[src/sv/dpq_pkg.sv]
// ----------------------------------------------------------------------------
// dpq_pkg
// Constants, codes and types of the dual-policy waiting queue.
// ----------------------------------------------------------------------------
`default_nettype none

package dpq_pkg;

  localparam int CAPACITY = 64;
  localparam int IDX_W    = (CAPACITY > 1) ? $clog2(CAPACITY) : 1;
  localparam int CNT_W    = $clog2(CAPACITY + 1);
  localparam int ID_W     = 32;
  localparam int VAL_W    = 32;

  typedef logic [1:0] mode_t;
  typedef logic [1:0] status_t;

  localparam mode_t MODE_ARRIVE  = 2'd0;
  localparam mode_t MODE_OLDEST  = 2'd1;
  localparam mode_t MODE_HIGHEST = 2'd2;
  localparam mode_t MODE_NONE    = 2'd3;

  localparam status_t ST_SERVED = 2'd0;
  localparam status_t ST_EMPTY  = 2'd1;
  localparam status_t ST_FULL   = 2'd2;

  typedef struct packed {
    logic [ID_W-1:0]  id;
    logic [VAL_W-1:0] value;
  } entry_t;

endpackage

`default_nettype wire

[src/sv/dpq_if.sv]
// ----------------------------------------------------------------------------
// dpq_req_if / dpq_rsp_if
// Valid/ready channels for requests into and results out of the queue.
// ----------------------------------------------------------------------------
`default_nettype none

interface dpq_req_if;
  logic              valid;
  logic              ready;
  dpq_pkg::mode_t    mode;
  logic [31:0]       value;

  modport source (output valid, output mode, output value, input ready);
  modport sink   (input valid, input mode, input value, output ready);
endinterface

interface dpq_rsp_if;
  logic              valid;
  logic              ready;
  dpq_pkg::status_t  status;
  logic [31:0]       served_id;
  logic [31:0]       served_value;

  modport source (output valid, output status, output served_id, output served_value,
                  input ready);
  modport sink   (input valid, input status, input served_id, input served_value,
                  output ready);
endinterface

`default_nettype wire

[src/sv/dpq_cmp.sv]
// ----------------------------------------------------------------------------
// dpq_cmp
// Shared compare unit: decide whether a scanned entry beats the current pick.
// ----------------------------------------------------------------------------
`default_nettype none

module dpq_cmp (
  input  dpq_pkg::mode_t  mode,
  input  logic            have_best,
  input  dpq_pkg::entry_t cand,
  input  dpq_pkg::entry_t best,
  output logic            take
);
  import dpq_pkg::*;

  logic id_less;
  logic val_more;
  logic val_same;

  assign id_less  = cand.id < best.id;
  assign val_more = cand.value > best.value;
  assign val_same = cand.value == best.value;

  always_comb begin
    if (!have_best) begin
      take = 1'b1;
    end else if (mode == MODE_OLDEST) begin
      take = id_less;
    end else begin
      // highest value wins, oldest breaks a tie
      take = val_more || (val_same && id_less);
    end
  end

endmodule

`default_nettype wire

[src/sv/dual_policy_fifo_priority_queue.sv]
// Arrival: walk to the lowest free slot; no result.
// Serve: scan every slot into the result register; empty/full/drop skip the walk and the scan.
// Throughput: one item at a time; the memory read port and the compare unit
//   visit every slot once per serve.
// Reset (rst, synchronous): clears slot-valid bits, occupancy, state and output
//   valid; next sequence number returns to one. Entry memory is not cleared.
// ----------------------------------------------------------------------------
// dual_policy_fifo_priority_queue
// Waiting queue served either oldest-first or highest-value-first.
// ----------------------------------------------------------------------------
`default_nettype none

module dual_policy_fifo_priority_queue (
  input  wire logic  clk,
  input  wire logic  rst,
  dpq_req_if.sink    req,
  dpq_rsp_if.source  rsp
);
  import dpq_pkg::*;

  // Sequencer states
  localparam logic [2:0] S_IDLE = 3'd0;  // take a request
  localparam logic [2:0] S_FIND = 3'd1;  // walk valid bits for a free slot
  localparam logic [2:0] S_SCAN = 3'd2;  // read every slot, keep the best
  localparam logic [2:0] S_EMIT = 3'd3;  // hand result to output register

  logic [2:0]        state;

  // Slot bookkeeping: valid bits in flops, payload in memory
  logic [CAPACITY-1:0] valid;
  logic [CNT_W-1:0]    occupancy;
  logic [ID_W-1:0]     next_id;

  entry_t            mem [CAPACITY];
  logic              mem_we;
  logic [IDX_W-1:0]  mem_wa;
  entry_t            mem_wd;
  logic [IDX_W-1:0]  mem_ra;
  entry_t            rd_entry;

  // Request held for the duration of the work
  mode_t             cur_mode;
  logic [VAL_W-1:0]  cur_value;

  // Scan pointers and pick
  logic [IDX_W-1:0]  fidx;
  logic [CNT_W-1:0]  cnt;
  logic              cand_live;
  logic              cand_vld;
  logic [IDX_W-1:0]  cand_idx;
  logic              have_best;
  logic [IDX_W-1:0]  best_idx;
  entry_t            best;
  logic              take;

  // Result waiting to be loaded into the output register
  status_t           res_status;

  // Output register
  logic              out_valid;
  status_t           out_status;
  logic [ID_W-1:0]   out_id;
  logic [VAL_W-1:0]  out_value;

  logic              req_fire;
  logic              out_free;
  logic              scan_done;
  logic              is_full;

  assign req.ready = (state == S_IDLE);
  assign req_fire  = req.valid && req.ready;
  assign out_free  = !out_valid || rsp.ready;
  assign scan_done = (cnt == CNT_W'(CAPACITY));
  assign is_full   = (occupancy == CNT_W'(CAPACITY)) || (next_id == '0);

  assign rsp.valid        = out_valid;
  assign rsp.status       = out_status;
  assign rsp.served_id    = out_id;
  assign rsp.served_value = out_value;

  // Memory ports: write a new arrival, read the slot under the scan counter
  assign mem_we    = (state == S_FIND) && !valid[fidx];
  assign mem_wa    = fidx;
  assign mem_wd.id    = next_id;
  assign mem_wd.value = cur_value;
  assign mem_ra    = cnt[IDX_W-1:0];

  always_ff @(posedge clk) begin
    if (mem_we) begin
      mem[mem_wa] <= mem_wd;
    end
    rd_entry <= mem[mem_ra];
  end

  // Shared compare unit: the entry read last cycle against the current pick
  dpq_cmp u_cmp (
    .mode      (cur_mode),
    .have_best (have_best),
    .cand      (rd_entry),
    .best      (best),
    .take      (take)
  );

  always_ff @(posedge clk) begin
    if (rst) begin
      state     <= S_IDLE;
      valid     <= '0;
      occupancy <= '0;
      next_id   <= ID_W'(1);
      out_valid <= 1'b0;
      cand_live <= 1'b0;
      have_best <= 1'b0;
    end else begin
      // Load the output register from S_EMIT; drop it once it has been transferred
      if (state == S_EMIT && out_free) begin
        out_valid <= 1'b1;
      end else if (out_valid && rsp.ready) begin
        out_valid <= 1'b0;
      end

      case (state)
        S_IDLE: begin
          if (req_fire) begin
            cur_mode  <= req.mode;
            cur_value <= req.value;
            fidx      <= '0;
            cnt       <= '0;
            cand_live <= 1'b0;
            have_best <= 1'b0;
            if (req.mode == MODE_ARRIVE) begin
              if (is_full) begin
                res_status <= ST_FULL;
                state      <= S_EMIT;
              end else begin
                state <= S_FIND;
              end
            end else if (req.mode == MODE_NONE) begin
              state <= S_IDLE;
            end else if (occupancy == '0) begin
              res_status <= ST_EMPTY;
              state      <= S_EMIT;
            end else begin
              state <= S_SCAN;
            end
          end
        end

        S_FIND: begin
          // A free slot exists, since occupancy is below capacity
          if (!valid[fidx]) begin
            valid[fidx] <= 1'b1;
            next_id     <= next_id + ID_W'(1);
            occupancy   <= occupancy + CNT_W'(1);
            state       <= S_IDLE;
          end else begin
            fidx <= fidx + IDX_W'(1);
          end
        end

        S_SCAN: begin
          // Issue one read per cycle; compare the slot read the cycle before
          if (!scan_done) begin
            cand_live <= 1'b1;
            cand_vld  <= valid[cnt[IDX_W-1:0]];
            cand_idx  <= cnt[IDX_W-1:0];
            cnt       <= cnt + CNT_W'(1);
          end else begin
            cand_live  <= 1'b0;
            res_status <= ST_SERVED;
            state      <= S_EMIT;
          end
          if (cand_live && cand_vld && take) begin
            have_best <= 1'b1;
            best      <= rd_entry;
            best_idx  <= cand_idx;
          end
        end

        S_EMIT: begin
          // Hold until the output register is free, then load the result
          if (out_free) begin
            out_status <= res_status;
            if (res_status == ST_SERVED) begin
              out_id           <= best.id;
              out_value        <= best.value;
              valid[best_idx]  <= 1'b0;
              occupancy        <= occupancy - CNT_W'(1);
            end else begin
              out_id    <= '0;
              out_value <= '0;
            end
            state <= S_IDLE;
          end
        end

        default: begin
          state <= S_IDLE;
        end
      endcase
    end
  end

endmodule

`default_nettype wire

[src/flat_wrapper.sv]
// flat-port wrapper written by rule: the top's interface ports become plain ports
module dual_policy_fifo_priority_queue_flat import dpq_pkg::*;
  (clk, rst, req_valid, req_mode, req_value, req_ready, rsp_valid, rsp_status, rsp_served_id, rsp_served_value, rsp_ready);
  dpq_req_if req_i ();
  dpq_rsp_if rsp_i ();
  input  wire logic clk;
  input  wire logic rst;
  input wire logic [$bits(req_i.valid)-1:0] req_valid;
  input wire logic [$bits(req_i.mode)-1:0] req_mode;
  input wire logic [$bits(req_i.value)-1:0] req_value;
  output wire logic [$bits(req_i.ready)-1:0] req_ready;
  output wire logic [$bits(rsp_i.valid)-1:0] rsp_valid;
  output wire logic [$bits(rsp_i.status)-1:0] rsp_status;
  output wire logic [$bits(rsp_i.served_id)-1:0] rsp_served_id;
  output wire logic [$bits(rsp_i.served_value)-1:0] rsp_served_value;
  input wire logic [$bits(rsp_i.ready)-1:0] rsp_ready;
  assign req_i.valid = req_valid;
  assign req_i.mode = req_mode;
  assign req_i.value = req_value;
  assign req_ready = req_i.ready;
  assign rsp_valid = rsp_i.valid;
  assign rsp_status = rsp_i.status;
  assign rsp_served_id = rsp_i.served_id;
  assign rsp_served_value = rsp_i.served_value;
  assign rsp_i.ready = rsp_ready;
  dual_policy_fifo_priority_queue u_core (.clk(clk), .rst(rst), .req(req_i), .rsp(rsp_i));
endmodule
[config.mk]
export PLATFORM = sky130hd
export DESIGN_NAME = dual_policy_fifo_priority_queue_flat
export DESIGN_NICKNAME = d
export VERILOG_FILES = /design/src/sv/dpq_pkg.sv /design/src/sv/dpq_if.sv /design/src/sv/dpq_cmp.sv /design/src/sv/dual_policy_fifo_priority_queue.sv /design/src/flat_wrapper.sv
export SDC_FILE = /design/constraint.sdc
export NUM_CORES = 2
export LEC_CHECK = 0
export ABC_AREA = 1
export BUFFER_PORTS_ARGS = -buffer_cell sky130_fd_sc_hd__buf_4
export CAP_MARGIN = 0
export CORE_UTILIZATION = 38
export CTS_CLUSTER_SIZE = 30
export DETAILED_ROUTE_END_ITERATION = 10
export PLACE_DENSITY_LB_ADDON = 0.15
export SYNTH_ARGS = -nofsm -noshare
export SYNTH_HDL_FRONTEND = slang
export SYNTH_SLANG_ARGS = --single-unit
export TNS_END_PERCENT = 5
[constraint.sdc]
create_clock -name clk -period 9.1 [get_ports clk]
set_clock_uncertainty 0.2 [all_clocks]
set_input_delay 0.91 -clock clk [delete_from_list [all_inputs] [get_ports clk]]
set_output_delay 0.91 -clock clk [all_outputs]
set_load 0.05 [all_outputs]
## Yosys cells after proc, flatten, opt, wreduce, memory -nomap -nowiden

Memory sizes are Yosys's and may differ from the RTL's. A register that Yosys moved wholly into a read port is not among the register bits.
Index checks and enable logic that the tools add are counted.

| word-level totals | value |
|---|---|
| register bits after elaboration | 301 |
| RAM bits | 4,096 |
| bits of input ports | 38 |
| output and inout bits | 68 |
| logic and storage cells | 142 |
| memories kept | 1 |

Memory list:

| memory | depth | bits a word | read ports | clocked after memory_dff | wr ports | RTL line | RTL |
|---|---|---|---|---|---|---|---|
| u_core.mem | 64 | 64 | 1 | 1 | 1 | dual_policy_fifo_priority_queue.sv:34 | `entry_t mem [CAPACITY];` |

| operators by class | value |
|---|---|
| add/sub/neg operators | 5 |
| $lt $le $gt $ge | 7 |
| equal/unequal tests | 19 |
| mux-type cells | 49 |
| bitwise operators | 6 |
| reduce and logical (&&, ||, !) cells | 35 |

Operators with widths:

| kind | count |
|---|---|
| two-way mux 64 bit | 3 |
| one-hot mux 64 bit (2 select lines) | 1 |
| AND 64 bit | 1 |
| inverter 64 bit | 1 |
| bitwise OR 64 bit | 1 |
| two-way mux 7 bit | 5 |
| adder 32 x 1 -> 32 bit (second input constant) | 1 |
| equality test 32 bit | 1 |
| greater-than comparator 32 bit | 1 |
| logical NOT 32 bit | 1 |
| less-than comparator 32 bit | 1 |
| one-hot mux 7 bit (2 select lines) | 2 |
| less-than comparator 6 x 7 -> 1 bit (second input constant) | 3 |
| two-way mux 3 bit | 6 |
| AND reduction 4 bit | 4 |
| AND reduction 3 bit | 5 |
| adder 7 x 1 -> 7 bit (second input constant) | 2 |
| equality test 7 bit (second input constant) | 2 |
| two-way mux 1 bit | 14 |
| two-way mux 2 bit | 7 |
| binary-select mux 1 bit (select 6 bit) | 2 |
| demux 1 bit (select 6 bit) | 2 |
| >= comparator 6 x 1 -> 1 bit (second input constant) | 2 |
| two-way mux 6 bit | 2 |
| other kinds (23) | 51 |

## Depth between registers and ports, before layout

| depth | value |
|---|---|
| depth in word-level cells | 9 |
| depth in mapped cells | 18 |
| mapped depth without buffers | 15 |

## By module

Synthesis repeated with hierarchy kept, for this count alone.

| unflattened totals | value |
|---|---|
| cells, all modules | 13,617 |
| area, all modules | 175,223.1 µm² |

Modules (own cells, without submodules):

| module | times used | cells each | area each (µm²) |
|---|---|---|---|
| dual_policy_fifo_priority_queue | 1 | 13,330 | 173,455.1 |
| dpq_cmp | 1 | 287 | 1,767.9 |

## Worst setup path before layout

No wires, ideal clock.

| timing path | value |
|---|---|
| path kind | reg2reg |
| from | register u_core.fidx[0] |
| to | memory u_core.mem[10][0] (netlist bit), enable pin |
| library setup time | 0.565 ns |
| data arrival time | 6.114 ns |
| data required time | 8.335 ns |
| setup slack | 2.222 ns |
| stages on the path, launching flop included | 12 |
| path buffers | 4 |
| clock period less this slack | 6.878 ns |
| path through | edfxtp_1 buf_4 buf_2 o211ai_1 nand2_1 o21ai_1 nand2_1 nor2_1 nand3_1 clkbuf_1 buf_2 nor3_1 |

| between the ends | value |
|---|---|
| word-level cells in the longest chain between the ends | 6 |

RTL lines:

| element | RTL line | RTL |
|---|---|---|
| start: declaration | dual_policy_fifo_priority_queue.sv:46 | `logic [IDX_W-1:0] fidx;` |
| start signal: assignment | dual_policy_fifo_priority_queue.sv:156 | `fidx <= fidx + IDX_W'(1);` |
| binary-select mux 1 bit (select 6 bit) | dual_policy_fifo_priority_queue.sv:82 | `assign mem_we = (state == S_FIND) && !valid[fidx];` |
| two-way mux 1 bit (implied by the code) | dual_policy_fifo_priority_queue.sv:82 |  |
| logical NOT 1 bit | dual_policy_fifo_priority_queue.sv:82 |  |
| logical AND 1 bit | dual_policy_fifo_priority_queue.sv:82 |  |
| two-way mux 1 bit | dual_policy_fifo_priority_queue.sv:89 | `if (mem_we) begin` |
| two-way mux 1 bit (implied by the code) | dual_policy_fifo_priority_queue.sv:90 | `mem[mem_wa] <= mem_wd;` |
| end: declaration | dual_policy_fifo_priority_queue.sv:34 |  |

Several ways; a longest one is shown, not always the timed one. The select of a mux whose other input is x is not followed.

## Final worst setup path

| timing path | value |
|---|---|
| from | register u_core.fidx[0] |
| to | memory u_core.mem[1][35] (netlist bit), enable pin |

The elaborated chain is that of the path after synthesis.

==> metrics.txt <==
area share of the largest cell type after synthesis 0.734; crit path kind reg2reg; CTS tree yes; combinational share of power 0.193; Worst R2R End u_core.mem[1][35]; RSZ-0062 raised after global routing no; clock-pin slew on the worst setup and hold paths 0.06 ns; Synth async-reset ratio 0; post-synthesis sequential area ratio 0.753; chip height 682 um; violated checks DRC; fin nets 13,600; DRT iter0 DRCs 14,400; top cell type by total area after synthesis edfxtp_1; Via density 5.89; Pint 36.0 mW; number of synthesized flops with an enable pin 4,288; Starting Density 0.382; Post-CTS Resized 0; part of the power in registers 0.451; Pleak 63.4 nW; DRC 84; Slew @ Worst Pin 1.43 ns; clock share of power 0.356; row count 249; gp weighted congestion 0.861; vias in the first global route 113,000; CP Data Arrival Time 6.44 ns; full die area 0.464 mm^2; switching power 16.2 mW; io pins 106; synthesized net count 13,600; port bufs 105; core area 0.460 mm^2; Fmax 0.167 GHz; main flop type after synthesis edfxtp_1; synth warn 0; Area Overhead vs Synth 13.4%; Hold Crit Start rst; CTS H-Tree Depth 5; number of CTS-inserted buffers 468; Startpoint Class flop; Die Width 682 um; CTS sink count 4,460; setup TNS 0 ns; Gate Count Post-Synth 13,500; worst setup path endpoint u_core.mem[1][35]; first-pass GRT wire length 867,000 um; #FFs+latches synth 4,460; crit path cell chain inv_2 -> nand2_1 -> nand3_1 -> nand2_1 -> o21ai_1 -> nand2_1 -> nor2_1 -> nand3_4 -> buf_4 -> nor3_2 -> buf_4 -> buf_4; Max transition margin 0.0457; most common cell after layout, fill and taps aside edfxtp_1; Hold Crit Class in2reg; largest net degree at the start of global routing 198; peak supply drop 0.189 mV; Pins Over Slew Limit 0; fill count 41,900; Detail Placement HPWL 328,000 um; syn avg cell area 13.0 um^2; PnR Total Power 52.1 mW; Total Routing Usage GR 0.261; minimum clock period 5.98 ns; worst reg2reg path depth 12; Sw Share 0.310; CP peak stage delay 0.85 ns; CP Capture Type flop; Clk Latency, worst-skew pair 1.05 ns; RR Startpoint u_core.fidx[0]; Final Hold Vio Count 0; initial antenna violation count 31; Total Routed Length 625,000 um; routed len/inst 31.1 um; worst setup path start u_core.fidx[0]; required time of the worst setup path 9.56 ns; Routed Antenna Nets 0; Max clock buf depth 4; GRT overflow 0; layout cells sized above 1 0.0892; root buffer cell clkbuf_16; most frequent cells in the layout edfxtp_1, o21ai_0, nor2_1; Cell variety after synth 40; Final setup viols 0; 1st-pass router iterations 11; Synth area leaders edfxtp_1, o21ai_0, nor2_1; synthesized area 0.175 mm^2; max cap viols 0; status complete, but fails checks; vias 118,000; period utilization 0.657; Reg2Reg Setup Slack 3.12 ns; Worst Path Max Fanout 50; P per Cell Area 262 mW/mm^2; Max stage delay cell, worst path buf_4
-- worst max-delay path: cells and delay by family, from the launching register on --
| kind | cells | cell delay [ns] |
|---|---|---|
| DFF | 1 | 0.67 |
| AOI/OAI and AO/OA | 1 | 0.22 |
| buffers and inverters | 4 | 2.65 |
| and+or+nand+nor | 7 | 1.75 |
-- state kept, by name (all words and copies together), names as in the netlist, 2 cells and up --
signal and cells:
u_core.fidx 6, u_core.rsp.served_value 32, u_core.best_idx 6, u_core.next_id 32, u_core.cand_idx 6, u_core.rd_entry 64
u_core.cur_mode 2, u_core.valid 64, u_core.res_status 2, u_core.occupancy 7, u_core.rsp.status 2, u_core.rsp.served_id 32
u_core.cur_value 32, u_core.mem 4096, u_core.best 64, u_core.cnt 7, u_core.state 2
-- per-layer routing --
metal,GRT usage,share of wire
met1,0.353,0.41
met2,0.423,0.47
met3,0.0391,0.076
met4,0.103,0.044
met5,0,0.000058
-- power by group through the flow --
stage | Clock (mW) | Sequential [mW] | Combinational (mW)
finish | 18.6 | 23.5 | 10.1
global route | 19.6 | 23.5 | 10.8
CTS | 18.9 | 23.5 | 10.0
detailed placement | 0 | 23.9 | 9.97
global placement | 0 | 23.9 | 9.86
floorplan | 0 | 24.0 | 5.65
-- Yosys cell counts, types with 141 or more instances --
cell type	n
nand3_1	477
inv_1	180
buf_2	142
dfxtp_1	172
clkbuf_1	774
edfxtp_1	4288
nand2_1	1051
o21ai_0	2299
o22ai_1	637
o211ai_1	141
a21oi_1	217
o221ai_1	385
nor2_1	2270
-- stage by stage --
step	instances	cell area (um^2)	worst slack, ns	hold slack (ns)	utilization
after global routing	20000	199000	2.89	0.124	0.432
after CTS	20000	199000	3.13	0.0764	0.432
final	20100	199000	3.12	0.158	0.433
after global placement	19100	184000	3.04	0.202	0.400
after detailed placement	19100	184000	3.18	0.205	0.400
after floorplan	13500	175000	2.22	0.200	-
-- kinds of logic (layout without fill, tap and decap cells) --
group / after synthesis / count (layout) / synth area share
flip-flops: 4460 / 4460 / 0.753
AND/OR/NAND/NOR: 4049 / 4049 / 0.0929
AO/OA/AOI/OAI: 3704 / 3704 / 0.121
buffers and inverters: 1156 / 1564 / 0.0261
adder cells (fa/ha/maj): 74 / 74 / 0.00532
XOR/XNOR: 33 / 33 / 0.00165
other: 0 / 24 / 0
-- area by class of cell --
| cell class | count | area, um^2 | area share |
|---|---|---|---|
| Clock inverter | 278 | 2230 | 0.0112 |
| Sequential cell | 4460 | 132000 | 0.665 |
| Tap cell | 6149 | 7690 | 0.0387 |
| Timing Repair Buffer | 501 | 4360 | 0.0219 |
| Multi-Input combinational cell | 7860 | 39100 | 0.197 |
| Antenna cell | 24 | 60.1 | 0.000302 |
| Clock buffer | 599 | 12500 | 0.0627 |
| Inverter | 186 | 728 | 0.00366 |
-- worst min path at each step --
stage	to	slack, ns	depth (start not counted)
global route	u_core.rsp.valid	0.12	2
CTS	u_core.rsp.valid	0.08	2
finish	u_core.rsp.valid	0.16	2
floorplan	u_core.best_idx[0]	0.20	0
global placement	u_core.best_idx[3]	0.20	0
detailed placement	u_core.best_idx[0]	0.20	0
-- repair_timing --
action	4_1_cts	5_1_grt
buffers inserted	0	0
hold buffers	35	0
hold endpoints to repair	36	0
No activity file was read; power rests on OpenSTA's default activity.
